File: src/design/lqm_pkg.sv
`timescale 1ns / 1ps

package lqm_pkg;

  localparam int POOL_SIZE   = 64;
  localparam int QUEUE_COUNT = 4;

  localparam int EW = (POOL_SIZE > 1) ? $clog2(POOL_SIZE) : 1;
  localparam int QW = (QUEUE_COUNT > 1) ? $clog2(QUEUE_COUNT) : 1;
  localparam int LW = $clog2(POOL_SIZE + 1);

  localparam int CMD_W  = 2;
  localparam int QID_W  = 2;
  localparam int ELEM_W = 6;
  localparam int STAT_W = 2;
  localparam int LEN_W  = 7;
  localparam int HEAD_W = 6;

  typedef logic [CMD_W-1:0]  cmd_t;
  typedef logic [STAT_W-1:0] stat_t;
  typedef logic [EW-1:0]     elem_t;
  typedef logic [QW-1:0]     qsel_t;
  typedef logic [LW-1:0]     cnt_t;

  localparam cmd_t CMD_APPEND = 2'd0;
  localparam cmd_t CMD_REMOVE = 2'd1;
  localparam cmd_t CMD_QUERY  = 2'd2;

  localparam stat_t ST_OK     = 2'd0;
  localparam stat_t ST_QUEUED = 2'd1;
  localparam stat_t ST_MISS   = 2'd2;

  typedef struct packed {
    logic load;
    logic exec;
    logic link2;
    logic out_load;
  } lqm_ctl_t;

  typedef struct packed {
    logic need_link2;
  } lqm_sts_t;

endpackage

File: src/design/lqm_req_if.sv
`timescale 1ns / 1ps

interface lqm_req_if import lqm_pkg::*; ();
  logic              valid;
  logic              ready;
  cmd_t              command;
  logic [QID_W-1:0]  queue_id;
  logic [ELEM_W-1:0] element_index;

  modport source (output valid, output command, output queue_id, output element_index,
                  input ready);
  modport sink (input valid, input command, input queue_id, input element_index,
                output ready);
endinterface

File: src/design/lqm_rsp_if.sv
`timescale 1ns / 1ps

interface lqm_rsp_if import lqm_pkg::*; ();
  logic              valid;
  logic              ready;
  stat_t             status;
  logic [LEN_W-1:0]  length;
  logic [HEAD_W-1:0] head_index;
  logic              queue_empty;

  modport source (output valid, output status, output length, output head_index,
                  output queue_empty, input ready);
  modport sink (input valid, input status, input length, input head_index,
                input queue_empty, output ready);
endinterface

File: src/design/lqm_ram.sv
`timescale 1ns / 1ps

module lqm_ram #(
  parameter int WIDTH = 8,
  parameter int DEPTH = 64
) (
  input  logic                                          clk,
  input  logic                                          we,
  input  logic [((DEPTH > 1) ? $clog2(DEPTH) : 1)-1:0] waddr,
  input  logic [WIDTH-1:0]                              wdata,
  input  logic                                          re,
  input  logic [((DEPTH > 1) ? $clog2(DEPTH) : 1)-1:0] raddr,
  output logic [WIDTH-1:0]                              rdata
);

  logic [WIDTH-1:0] mem [DEPTH];

  always_ff @(posedge clk) begin
    if (we) begin
      mem[waddr] <= wdata;
    end
    if (re) begin
      rdata <= mem[raddr];
    end
  end

endmodule

File: src/design/lqm_ctrl.sv
`timescale 1ns / 1ps

module lqm_ctrl import lqm_pkg::*; (
  input  logic     clk,
  input  logic     rst,
  input  logic     in_valid,
  output logic     in_ready,
  output logic     out_valid,
  input  logic     out_ready,
  input  lqm_sts_t sts,
  output lqm_ctl_t ctl
);

  localparam logic [1:0] S_IDLE  = 2'd0;
  localparam logic [1:0] S_EXEC  = 2'd1;
  localparam logic [1:0] S_LINK2 = 2'd2;
  localparam logic [1:0] S_EMIT  = 2'd3;

  logic [1:0] state;
  logic [1:0] state_next;
  logic       out_free;

  assign out_free = !out_valid || out_ready;
  assign in_ready = (state == S_IDLE);

  always_comb begin
    state_next = state;
    ctl        = '0;
    case (state)
      S_IDLE: begin
        if (in_valid) begin
          ctl.load   = 1'b1;
          state_next = S_EXEC;
        end
      end
      S_EXEC: begin
        ctl.exec = 1'b1;
        if (sts.need_link2) begin
          state_next = S_LINK2;
        end else if (out_free) begin
          ctl.out_load = 1'b1;
          state_next   = S_IDLE;
        end else begin
          state_next = S_EMIT;
        end
      end
      S_LINK2: begin
        ctl.link2 = 1'b1;
        if (out_free) begin
          ctl.out_load = 1'b1;
          state_next   = S_IDLE;
        end else begin
          state_next = S_EMIT;
        end
      end
      S_EMIT: begin
        if (out_free) begin
          ctl.out_load = 1'b1;
          state_next   = S_IDLE;
        end
      end
      default: state_next = S_IDLE;
    endcase
  end

  always_ff @(posedge clk) begin
    if (rst) begin
      state     <= S_IDLE;
      out_valid <= 1'b0;
    end else begin
      state <= state_next;
      if (ctl.out_load) begin
        out_valid <= 1'b1;
      end else if (out_ready) begin
        out_valid <= 1'b0;
      end
    end
  end

  a_no_overwrite: assert property (@(posedge clk) disable iff (rst)
    ctl.out_load |-> (!out_valid || out_ready))
    else $error("Result register loaded while an item is still waiting.");

  a_accept_exec: assert property (@(posedge clk) disable iff (rst)
    in_valid && in_ready |=> state == S_EXEC)
    else $error("Accepted item did not enter execution.");

  a_link2_order: assert property (@(posedge clk) disable iff (rst)
    state == S_LINK2 |-> $past(state) == S_EXEC)
    else $error("Second link write not preceded by execution.");

endmodule

File: src/design/lqm_dp.sv
`timescale 1ns / 1ps

module lqm_dp import lqm_pkg::*; (
  input  logic              clk,
  input  logic              rst,
  input  lqm_ctl_t          ctl,
  output lqm_sts_t          sts,
  input  cmd_t              in_command,
  input  logic [QID_W-1:0]  in_queue_id,
  input  logic [ELEM_W-1:0] in_element_index,
  output stat_t             out_status,
  output logic [LEN_W-1:0]  out_length,
  output logic [HEAD_W-1:0] out_head_index,
  output logic              out_queue_empty
);

  elem_t                head [QUEUE_COUNT];
  cnt_t                 count [QUEUE_COUNT];
  logic [POOL_SIZE-1:0] queued;

  cmd_t  cmd_r;
  qsel_t q_r;
  elem_t e_r;
  logic  qok_r;
  logic  eok_r;
  elem_t t_r;
  elem_t h_r;
  stat_t status_r;

  logic  qok_in;
  logic  eok_in;
  qsel_t q_in;
  elem_t e_in;
  elem_t rd_addr;

  elem_t nx;
  elem_t pv;
  qsel_t owner_rd;

  cnt_t  cnt;
  elem_t hd;
  logic  qd;
  logic  is_app;
  logic  is_rem;
  stat_t st;
  logic  do_app;
  logic  do_rem;
  logic  app;
  logic  rem;
  cnt_t  cnt_new;
  elem_t head_new;

  logic  next_we;
  elem_t next_wa;
  elem_t next_wd;
  logic  prev_we;
  elem_t prev_wa;
  elem_t prev_wd;

  stat_t view_status;
  cnt_t  view_len;
  elem_t view_head;

  assign qok_in  = 32'(in_queue_id) < QUEUE_COUNT;
  assign eok_in  = 32'(in_element_index) < POOL_SIZE;
  assign q_in    = qsel_t'(in_queue_id);
  assign e_in    = elem_t'(in_element_index);
  assign rd_addr = (in_command == CMD_APPEND) ? head[q_in] : e_in;

  lqm_ram #(.WIDTH(EW), .DEPTH(POOL_SIZE)) u_next_ram (
    .clk   (clk),
    .we    (next_we),
    .waddr (next_wa),
    .wdata (next_wd),
    .re    (ctl.load),
    .raddr (rd_addr),
    .rdata (nx)
  );

  lqm_ram #(.WIDTH(EW), .DEPTH(POOL_SIZE)) u_prev_ram (
    .clk   (clk),
    .we    (prev_we),
    .waddr (prev_wa),
    .wdata (prev_wd),
    .re    (ctl.load),
    .raddr (rd_addr),
    .rdata (pv)
  );

  lqm_ram #(.WIDTH(QW), .DEPTH(POOL_SIZE)) u_owner_ram (
    .clk   (clk),
    .we    (app),
    .waddr (e_r),
    .wdata (q_r),
    .re    (ctl.load),
    .raddr (e_in),
    .rdata (owner_rd)
  );

  assign cnt    = count[q_r];
  assign hd     = head[q_r];
  assign qd     = queued[e_r];
  assign is_app = (cmd_r == CMD_APPEND);
  assign is_rem = (cmd_r == CMD_REMOVE);

  always_comb begin
    st     = ST_OK;
    do_app = 1'b0;
    do_rem = 1'b0;
    if (!qok_r) begin
      st = ST_MISS;
    end else if ((is_app || is_rem) && !eok_r) begin
      st = ST_MISS;
    end else if (is_app) begin
      if (qd) begin
        st = ST_QUEUED;
      end else begin
        do_app = 1'b1;
      end
    end else if (is_rem) begin
      if (cnt == '0 || !qd || owner_rd != q_r) begin
        st = ST_MISS;
      end else begin
        do_rem = 1'b1;
      end
    end
  end

  assign app            = ctl.exec && do_app;
  assign rem            = ctl.exec && do_rem;
  assign sts.need_link2 = do_app && (cnt != '0);

  always_comb begin
    cnt_new  = cnt;
    head_new = hd;
    if (app) begin
      cnt_new = cnt + cnt_t'(1);
      if (cnt == '0) begin
        head_new = e_r;
      end
    end else if (rem) begin
      cnt_new = cnt - cnt_t'(1);
      if (cnt == cnt_t'(1)) begin
        head_new = '0;
      end else if (hd == e_r) begin
        head_new = nx;
      end
    end
  end

  always_comb begin
    next_we = 1'b0;
    next_wa = e_r;
    next_wd = e_r;
    prev_we = 1'b0;
    prev_wa = e_r;
    prev_wd = e_r;
    if (ctl.link2) begin
      next_we = 1'b1;
      next_wa = t_r;
      prev_we = 1'b1;
      prev_wa = h_r;
    end else if (app) begin
      next_we = 1'b1;
      prev_we = 1'b1;
      if (cnt != '0) begin
        next_wd = hd;
        prev_wd = pv;
      end
    end else if (rem && cnt != cnt_t'(1)) begin
      next_we = 1'b1;
      next_wa = pv;
      next_wd = nx;
      prev_we = 1'b1;
      prev_wa = nx;
      prev_wd = pv;
    end
  end

  always_ff @(posedge clk) begin
    if (rst) begin
      for (int i = 0; i < QUEUE_COUNT; i++) begin
        head[i]  <= '0;
        count[i] <= '0;
      end
      queued <= '0;
    end else if (app || rem) begin
      count[q_r]  <= cnt_new;
      head[q_r]   <= head_new;
      queued[e_r] <= app;
    end
  end

  always_ff @(posedge clk) begin
    if (ctl.load) begin
      cmd_r <= in_command;
      q_r   <= q_in;
      e_r   <= e_in;
      qok_r <= qok_in;
      eok_r <= eok_in;
    end
    if (ctl.exec) begin
      status_r <= st;
      t_r      <= pv;
      h_r      <= hd;
    end
  end

  assign view_status = ctl.exec ? st : status_r;
  assign view_len    = qok_r ? cnt_new : '0;
  assign view_head   = (qok_r && cnt_new != '0) ? head_new : '0;

  always_ff @(posedge clk) begin
    if (ctl.out_load) begin
      out_status      <= view_status;
      out_length      <= LEN_W'(view_len);
      out_head_index  <= HEAD_W'(view_head);
      out_queue_empty <= (view_len == '0);
    end
  end

  a_head_queued: assert property (@(posedge clk) disable iff (rst)
    ctl.exec && qok_r && cnt != '0 |-> queued[hd])
    else $error("Head of a nonempty queue is not marked as queued.");

  a_count_bound: assert property (@(posedge clk) disable iff (rst)
    ctl.exec && do_app |-> 32'(cnt) < POOL_SIZE)
    else $error("Append into a queue that already holds the whole pool.");

endmodule

File: src/design/linked_queue_manager_unit.sv
`timescale 1ns / 1ps

// Keeps several circular doubly linked queues over one shared pool of elements and
// answers each command item (append at tail, remove anywhere, query length) with one
// result item giving status, length, head and an empty flag. An item is taken only
// while the controller is idle. A query, a remove, a refused append or an append to
// an empty queue passes through the execute state before the next item is taken. An
// append that joins a nonempty queue also enters the second link-write state,
// because it needs two writes into each link memory, which has a single write port.
// A result that is not taken holds the controller until the result register frees
// up. All queues are empty after reset, with no clearing pass.
module linked_queue_manager_unit import lqm_pkg::*; (
  input logic      clk,
  input logic      rst,
  lqm_req_if.sink  request,
  lqm_rsp_if.source response
);

  lqm_ctl_t ctl;
  lqm_sts_t sts;

  lqm_ctrl u_ctrl (
    .clk       (clk),
    .rst       (rst),
    .in_valid  (request.valid),
    .in_ready  (request.ready),
    .out_valid (response.valid),
    .out_ready (response.ready),
    .sts       (sts),
    .ctl       (ctl)
  );

  lqm_dp u_dp (
    .clk              (clk),
    .rst              (rst),
    .ctl              (ctl),
    .sts              (sts),
    .in_command       (request.command),
    .in_queue_id      (request.queue_id),
    .in_element_index (request.element_index),
    .out_status       (response.status),
    .out_length       (response.length),
    .out_head_index   (response.head_index),
    .out_queue_empty  (response.queue_empty)
  );

endmodule

File: src/flat_wrapper.sv
// flat-port wrapper written by rule: the top's interface ports become plain ports
module linked_queue_manager_unit_flat import lqm_pkg::*;
  (clk, rst, request_valid, request_command, request_queue_id, request_element_index, request_ready, response_valid, response_status, response_length, response_head_index, response_queue_empty, response_ready);
  lqm_req_if request_i ();
  lqm_rsp_if response_i ();
  input logic clk;
  input logic rst;
  input wire logic [$bits(request_i.valid)-1:0] request_valid;
  input wire logic [$bits(request_i.command)-1:0] request_command;
  input wire logic [$bits(request_i.queue_id)-1:0] request_queue_id;
  input wire logic [$bits(request_i.element_index)-1:0] request_element_index;
  output wire logic [$bits(request_i.ready)-1:0] request_ready;
  output wire logic [$bits(response_i.valid)-1:0] response_valid;
  output wire logic [$bits(response_i.status)-1:0] response_status;
  output wire logic [$bits(response_i.length)-1:0] response_length;
  output wire logic [$bits(response_i.head_index)-1:0] response_head_index;
  output wire logic [$bits(response_i.queue_empty)-1:0] response_queue_empty;
  input wire logic [$bits(response_i.ready)-1:0] response_ready;
  assign request_i.valid = request_valid;
  assign request_i.command = request_command;
  assign request_i.queue_id = request_queue_id;
  assign request_i.element_index = request_element_index;
  assign request_ready = request_i.ready;
  assign response_valid = response_i.valid;
  assign response_status = response_i.status;
  assign response_length = response_i.length;
  assign response_head_index = response_i.head_index;
  assign response_queue_empty = response_i.queue_empty;
  assign response_i.ready = response_ready;
  linked_queue_manager_unit u_core (.clk(clk), .rst(rst), .request(request_i), .response(response_i));
endmodule
File: config.mk
export PLATFORM = sky130hd
export DESIGN_NAME = linked_queue_manager_unit_flat
export DESIGN_NICKNAME = d
export VERILOG_FILES = /design/src/design/lqm_pkg.sv /design/src/design/lqm_req_if.sv /design/src/design/lqm_rsp_if.sv /design/src/design/lqm_ram.sv /design/src/design/lqm_ctrl.sv /design/src/design/lqm_dp.sv /design/src/design/linked_queue_manager_unit.sv /design/src/flat_wrapper.sv
export SDC_FILE = /design/constraint.sdc
export NUM_CORES = 2
export LEC_CHECK = 0
export BUFFER_PORTS_ARGS = -buffer_cell sky130_fd_sc_hd__buf_2
export CORE_ASPECT_RATIO = 0.75
export CORE_UTILIZATION = 47
export CTS_CLUSTER_DIAMETER = 100
export DETAILED_ROUTE_END_ITERATION = 7
export GPL_TIMING_DRIVEN = 0
export SYNTH_ARGS = -nofsm -noshare
export SYNTH_HDL_FRONTEND = slang
export SYNTH_SLANG_ARGS = --single-unit
File: constraint.sdc
create_clock -name clk -period 8.65 [get_ports clk]
set_clock_uncertainty 0.1 [all_clocks]
set_input_delay 0.4325 -clock clk [delete_from_list [all_inputs] [get_ports clk]]
set_output_delay 0.4325 -clock clk [all_outputs]
set_load 0.05 [all_outputs]
; Word level (Yosys, flattened, before mapping)
; Memory sizes are Yosys's and may differ from the RTL's. A register that Yosys moved wholly into a read port is not among the register bits.
; Cells that the tools add are included.
[op_classes]
add_sub_neg = 2
magnitude_cmp = 2
n_eq_ne = 10
mux = 69
n_reduce_logical = 23
[op_table]
columns = cell, n
row1 = 2-to-1 mux 6 bit, 19
row2 = bitwise mux 64 bit, 1
row3 = 2-to-1 mux 1 bit, 30
row4 = 2-to-1 mux 2 bit, 12
row5 = 2-to-1 mux 7 bit, 3
row6 = logical NOT 7 bit, 2
row7 = nonzero test 7 bit, 2
row8 = case mux 2 bit (4 select lines), 1
row9 = "adder 7 x 1 -> 7 bit, second input constant", 1
row10 = "equality test 7 x 1 -> 1 bit, second input constant", 1
row11 = "< comparator 6 x 7 -> 1 bit, second input constant", 1
row12 = "!= test 7 x 1 -> 1 bit, second input constant", 1
row13 = OR reduction 7 bit, 1
row14 = "subtractor 7 x 1 -> 7 bit, second input constant", 1
row15 = binary-select mux 1 bit (select 6 bit), 1
row16 = demux 1 bit (select 6 bit), 1
row17 = equality test 6 bit, 1
row18 = ">= comparator 6 x 1 -> 1 bit, second input constant", 1
row19 = logical NOT 2 bit, 3
row20 = OR reduction 6 bit, 1
row21 = logical AND 1 bit, 5
row22 = "equality test 2 x 1 -> 1 bit, second input constant", 2
row23 = "equality test 2 bit, second input constant", 2
row24 = logical OR 1 bit, 4
row25 = 7 further kinds, 9
[totals]
register_bits = 107
ram_bits = 948
in_bits = 14
out_inout_bits = 18
wordCells = 124
memories = 5
[memory_table]
columns = memory, depth, word_bits, rd, rd_clocked_by_memory_dff, wr, line_no
row1 = u_core.u_dp.u_next_ram.mem, 64, 6, 1, 1, 1, lqm_ram.sv:16  ; logic [WIDTH-1:0] mem [DEPTH];
row2 = u_core.u_dp.u_prev_ram.mem, 64, 6, 1, 1, 1, lqm_ram.sv:16
row3 = u_core.u_dp.u_owner_ram.mem, 64, 2, 1, 1, 1, lqm_ram.sv:16
row4 = u_core.u_dp.count, 4, 7, 1, 1, 4, lqm_dp.sv:18  ; cnt_t count [QUEUE_COUNT];
row5 = u_core.u_dp.head, 4, 6, 2, 1, 4, lqm_dp.sv:17  ; elem_t head [QUEUE_COUNT];

; Logic depth before layout (Yosys ltp)
[logic_depth]
ltp_word = 15
mapped_depth = 17
ltp_nobuf = 11

; Hierarchy
; A second synthesis with hierarchy kept.
[unflattened]
hier_cells = 2596
area_unflattened_um2 = 44549.0
[modules_own_cells]
columns = module, instances, cells_per_inst, area_each_um2, seq_area_each_um2
row1 = lqm_ram at u_core.u_dp.u_next_ram ..., 2, 720, 15285.9, 11711.2
row2 = lqm_dp, 1, 814, 8410.6, 4063.9
row3 = lqm_ram at u_core.u_dp.u_owner_ram, 1, 324, 5417.7, 3903.7
row4 = lqm_ctrl, 1, 18, 148.9, 60.1

; Worst setup path before layout
; OpenSTA, ideal clock, no wires.
[synth_path]
path_kind = register to register
start = reg (tool-made name)
end = mem u_core.u_dp.u_prev_ram.mem[0][1] in the netlist's numbering, data pin
setup_time_ns = 0.702
arrival_time_ns = 5.155
required_time_ns = 7.848
path_slack_ns = 2.694
path_stages_with_launch = 16
n_path_buf = 5
synth_period_minus_slack_ns = 5.956
path_cell_list = dfxtp_1 -> buf_6 -> buf_12 -> mux4_2 -> clkbuf_1 -> inv_1 -> ha_1 -> nor2b_1 -> nand2_2 -> nand2_1 -> a21oi_1 -> buf_2 -> nand2_1 -> nand2_1 -> buf_2 -> o21ai_0
[synth_lines]
columns = item, line_no
row1 = to (decl), lqm_ram.sv:16

; Final worst setup path
[layout_path]
start = in request_queue_id[0]
end = reg u_core.u_dp.u_prev_ram.rdata[2] (read register of u_core.u_dp.u_prev_ram.mem), data pin
[layout_via]
elab_chain_len = 2
[layout_lines]
columns = item, line_no
row1 = from (decl), flat_wrapper.sv:10  ; input wire logic [$bits(request_i.queue_id)-1:0] request_queue_id;
row2 = memory (4 x 6 bit), -
row3 = 2-to-1 mux 6 bit, lqm_dp.sv:68  ; assign rd_addr = (in_command == CMD_APPEND) ? head[q_in] : e_in;
row4 = to (decl), lqm_ram.sv:13  ; output logic [WIDTH-1:0] rdata
; Every way passes these cells.
; A chain may end at the register's enable or synchronous reset.

==> qor.yml <==
vdd_drop_max_uv: 188
leakagePower_nw: 17.3
synth.largest_area_cell: "edfxtp_1"
place.detailed.hpwl_um: 101000
worst_r2r_endpoint: "u_core.u_dp.u_prev_ram.mem[56][1]$_DFFE_PP_"
io_buffers: 30
finalHoldViolations: 0
cap_violations: 0
post_cts_resized: 0
placed_cell_count: 4803
hold-path-cell-count: 4
count_of_endpoints_failing_setup_in_the_final_report: 0
crit_slowest_cell: "a221oi_1"
floorplan.initialDensity_pct: 47.6
most-common-layout-cells: "1000 x edfxtp_1, 803 x nand2_1, 237 x nor2_1"
fin_nets: 3700
detailedRoute.firstIterationViolations: 4685
multiInputGateArea_um2: 12200
place_area_um2: 47200
synth.area.top_cells: "edfxtp_1 67%, nand2_1 6.7%, mux4_2 3.3%"
drtAntennaViolNets: 0
slew_headroom_pct: 2.21
synth.net_count: 3519
worst_hold_margin_ns: 0.105
placement_rows: 97
reg2regPathDepth: 14
synth.lib_cells_used.distinct: 66
cts.repair_timing.setup_buffer_count: 0
synth_async_sr_flop_share_pct: 0
cts_made_buffers: 104
finalCritPeriodShare_pct: 73.9
critical_path.most_common_cell: "buf_2"
cp_data_required_time_ns: 9.00
crit_path_end_kind: "register"
path_clk_slew_ns: 0.06
ctsHtreeMaxLevel: 3
timing_worst_slew_pin_value_ns: 1.47
detailedRoute.firstPassIterationCount: 8
synth_sequential_area_ratio_pct: 70.4
reg2reg_setup_slack_ns: 2.27
route.detailed.vias_per_inst: 6.23
cellPowerDensity_nw_per_um2: 229
clock_tree_from_tritoncts: "yes"
gp_congestion: 0.996
postSynthCellCount: 3502
worst_path_maximum_fanout: 11
timing.critical_path.cells: "dlygate4sd3_1, buf_2, clkbuf_1, mux4_2, mux2i_1, buf_2, buf_2, buf_1, nand3_1, o21ai_0, o22ai_1, a221oi_1, o22ai_1, a221o_1"
most_common_cell_after_layout_fill_and_taps_aside: "edfxtp_1"
global_route.overflow_total: 0
design.die.area_um2: 96300
syn_area_um2: 44700
number_of_antenna_violations_at_the_first_check_in_global_routing: 5
numClockSinks: 1071
cts-root-buf: "clkbuf_16"
postSynthAreaPerCell_um2: 12.8
die_width_um: 358
worst_setup_path_start_kind: "input pin"
min_path_type: "in2reg"
min_period_ns: 6.39
run_status: "finished clean"
finalNonFillerCells: 5006
largest_stage_delay_on_the_critical_path_ns: 0.83
synth_top_area_share_pct: 67.2
clkLatencyLatePin_ns: 0.72
peak_clock_frequency_supported_by_timing_mhz: 156
route.detailed.wl_per_inst_um: 28.6
path_class: "in2reg"
postRouteWirelength_um: 143000
remaining_drc_errors: 0
filler_cell_count: 7931
synth_warnings: 0
clk_path_buf_depth: 3
layout-drive-gt1-share_pct: 9.13
grt_pass1_vias: 28900
worstHoldEndpoint: "u_core.u_ctrl.state[0]$_SDFFE_PP0P_"
cp_data_arrival_time_ns: 6.74
rsz0062_at_grt: "no"
synth_enable_flop_cells: 1000
hold_start: "request_valid"
design.portCount: 32
globalRouteTotalUtil_pct: 29.8
totalPowerFinal_mw: 11.6
finalInstanceArea_um2: 50700
crit_start: "request_queue_id[0]"
area_growth_pct: 13.4
via_count: 31200
die_height_um: 269
wire_length_of_the_first_global_routing_pass_um: 203000
core-area_um2: 93800
postSynth.topFlopCell: "edfxtp_1"
pin_count_of_the_biggest_net_entering_global_routing: 65
report.final.slew_viol_count: 0
final-seq-area_um2: 31500
number_of_synthesized_register_bits: 1071
-- logic make-up (layout without fill, tap and decap cells) --
family | Yosys count | count (layout) | synth area share (%)
AO/OA/AOI/OAI | 629 | 629 | 9.19
XOR/XNOR | 16 | 16 | 0.314
adder cells (fa/ha/maj) | 3 | 3 | 0.0840
buffers and inverters | 310 | 576 | 2.76
flip-flops | 1071 | 1071 | 70.4
multiplexers | 108 | 108 | 4.28
other | 0 | 1 | 0
AND/OR/NAND/NOR | 1365 | 1365 | 13.0
-- metal layers --
metal / GRT usage (%) / up-vias / part of all wire, %
li1: - / 13300 / -
met3: 8.55 / 289 / 14
met2: 39.8 / 1977 / 40
met1: 46.5 / 15600 / 43
met5: 0 / - / 0.0091
met4: 9.05 / 2 / 3.2
-- cell type report --
cell class                 count  area share, %
clock buffer                 136           5.63
buffer                       232           1.85
sequential                  1071           62.0
tap                         1237           3.05
inverter                      78          0.578
timing repair buffer          75           1.79
multi-input combinational   2121           24.0
antenna                        1        0.00494
clock inverter                55           1.08
-- worst max path at each step --
stage | endpoint | slack, ns | depth (start not counted)
global route | u_core.u_dp.u_prev_ram.mem[56][2]$_DFFE_PP_ | 2.12 | 14
finish | u_core.u_dp.u_prev_ram.rdata[2]$_DFFE_PP_ | 2.26 | 14
detailed placement | u_core.u_dp.u_prev_ram.rdata[2]$_DFFE_PP_ | 2.40 | 13
CTS | u_core.u_dp.u_prev_ram.mem[56][3]$_DFFE_PP_ | 2.48 | 14
floorplan | u_core.u_dp.u_prev_ram.mem[0][1]$_DFFE_PP_ | 2.69 | 15
global placement | u_core.u_dp.u_prev_ram.mem[2][2]$_DFFE_PP_ | -3.70 | 14
-- synthesized netlist by cell type, drive strengths merged, types with 4 or more instances --
library cell     n
clkbuf         181
a222oi           5
a221oi          29
dfxtp           71
nor4             4
xnor2           13
nor3b            4
nor2           242
nand3          127
a221o           40
and2           100
a211oi         103
inv             78
o21ai          172
a31oi          101
or3             13
o22ai           68
and3             8
nor3            14
a22oi            4
o311ai           7
nor2b           15
mux2            14
a21oi           74
o21a             4
buf             51
mux4            65
nand2b          14
nand3b           9
mux2i           29
nand2          804
edfxtp        1000
-- power breakdown --
part | switching [mW] | internal, mW | leakage [nW]
clock network | 2.01 | 2.60 | 1.66
logic | 0.925 | 0.327 | 5.94
registers | 0.0248 | 5.75 | 9.66
total | 2.96 | 8.67 | 17.3
-- per-stage QoR --
| step | setup TNS, ns | worst slack [ns] | utilization (%) |
|---|---|---|---|
| after floorplan | 0 | 2.69 | - |
| after global placement | -910.08 | -3.70 | 49.4 |
| after detailed placement | 0 | 2.40 | 50.3 |
| after CTS | 0 | 2.48 | 54.0 |
| after global routing | 0 | 2.12 | 54.0 |
| final | 0 | 2.26 | 54.0 |
-- critical path: cells and delay by family --
family | cells | cell delay, ns
AO/OA/AOI/OAI | 5 | 1.87
AND/OR/NAND/NOR | 1 | 0.16
buffers and inverters | 6 | 2.82
multiplexers | 2 | 1.43
-- sequential cells by signal, indices dropped and copies added, names as in the netlist, 2 cells and up, named ones only --
name                           flops
u_core.u_dp.h_r                    6
u_core.u_dp.cmd_r                  2
u_core.u_dp.u_owner_ram.mem      128
u_core.u_dp.t_r                    6
u_core.u_dp.u_prev_ram.mem       384
u_core.u_dp.out_length             7
u_core.u_dp.out_status             2
u_core.u_dp.q_r                    2
u_core.u_dp.queued                64
u_core.u_dp.status_r               2
u_core.u_dp.e_r                    6
u_core.u_dp.u_next_ram.mem       384
u_core.u_dp.out_head_index         6
u_core.u_dp.count                 28
u_core.u_ctrl.state                2
u_core.u_dp.u_prev_ram.rdata       6
u_core.u_dp.head                  24
u_core.u_dp.u_owner_ram.rdata      2
u_core.u_dp.u_next_ram.rdata       6
-- what timing repair did --
action                                  CTS  global route
endpoints found under the setup margin    0             0
endpoints found under the hold margin    12             0
hold buffers                             11             0
(Power assumes the default switching activity.)
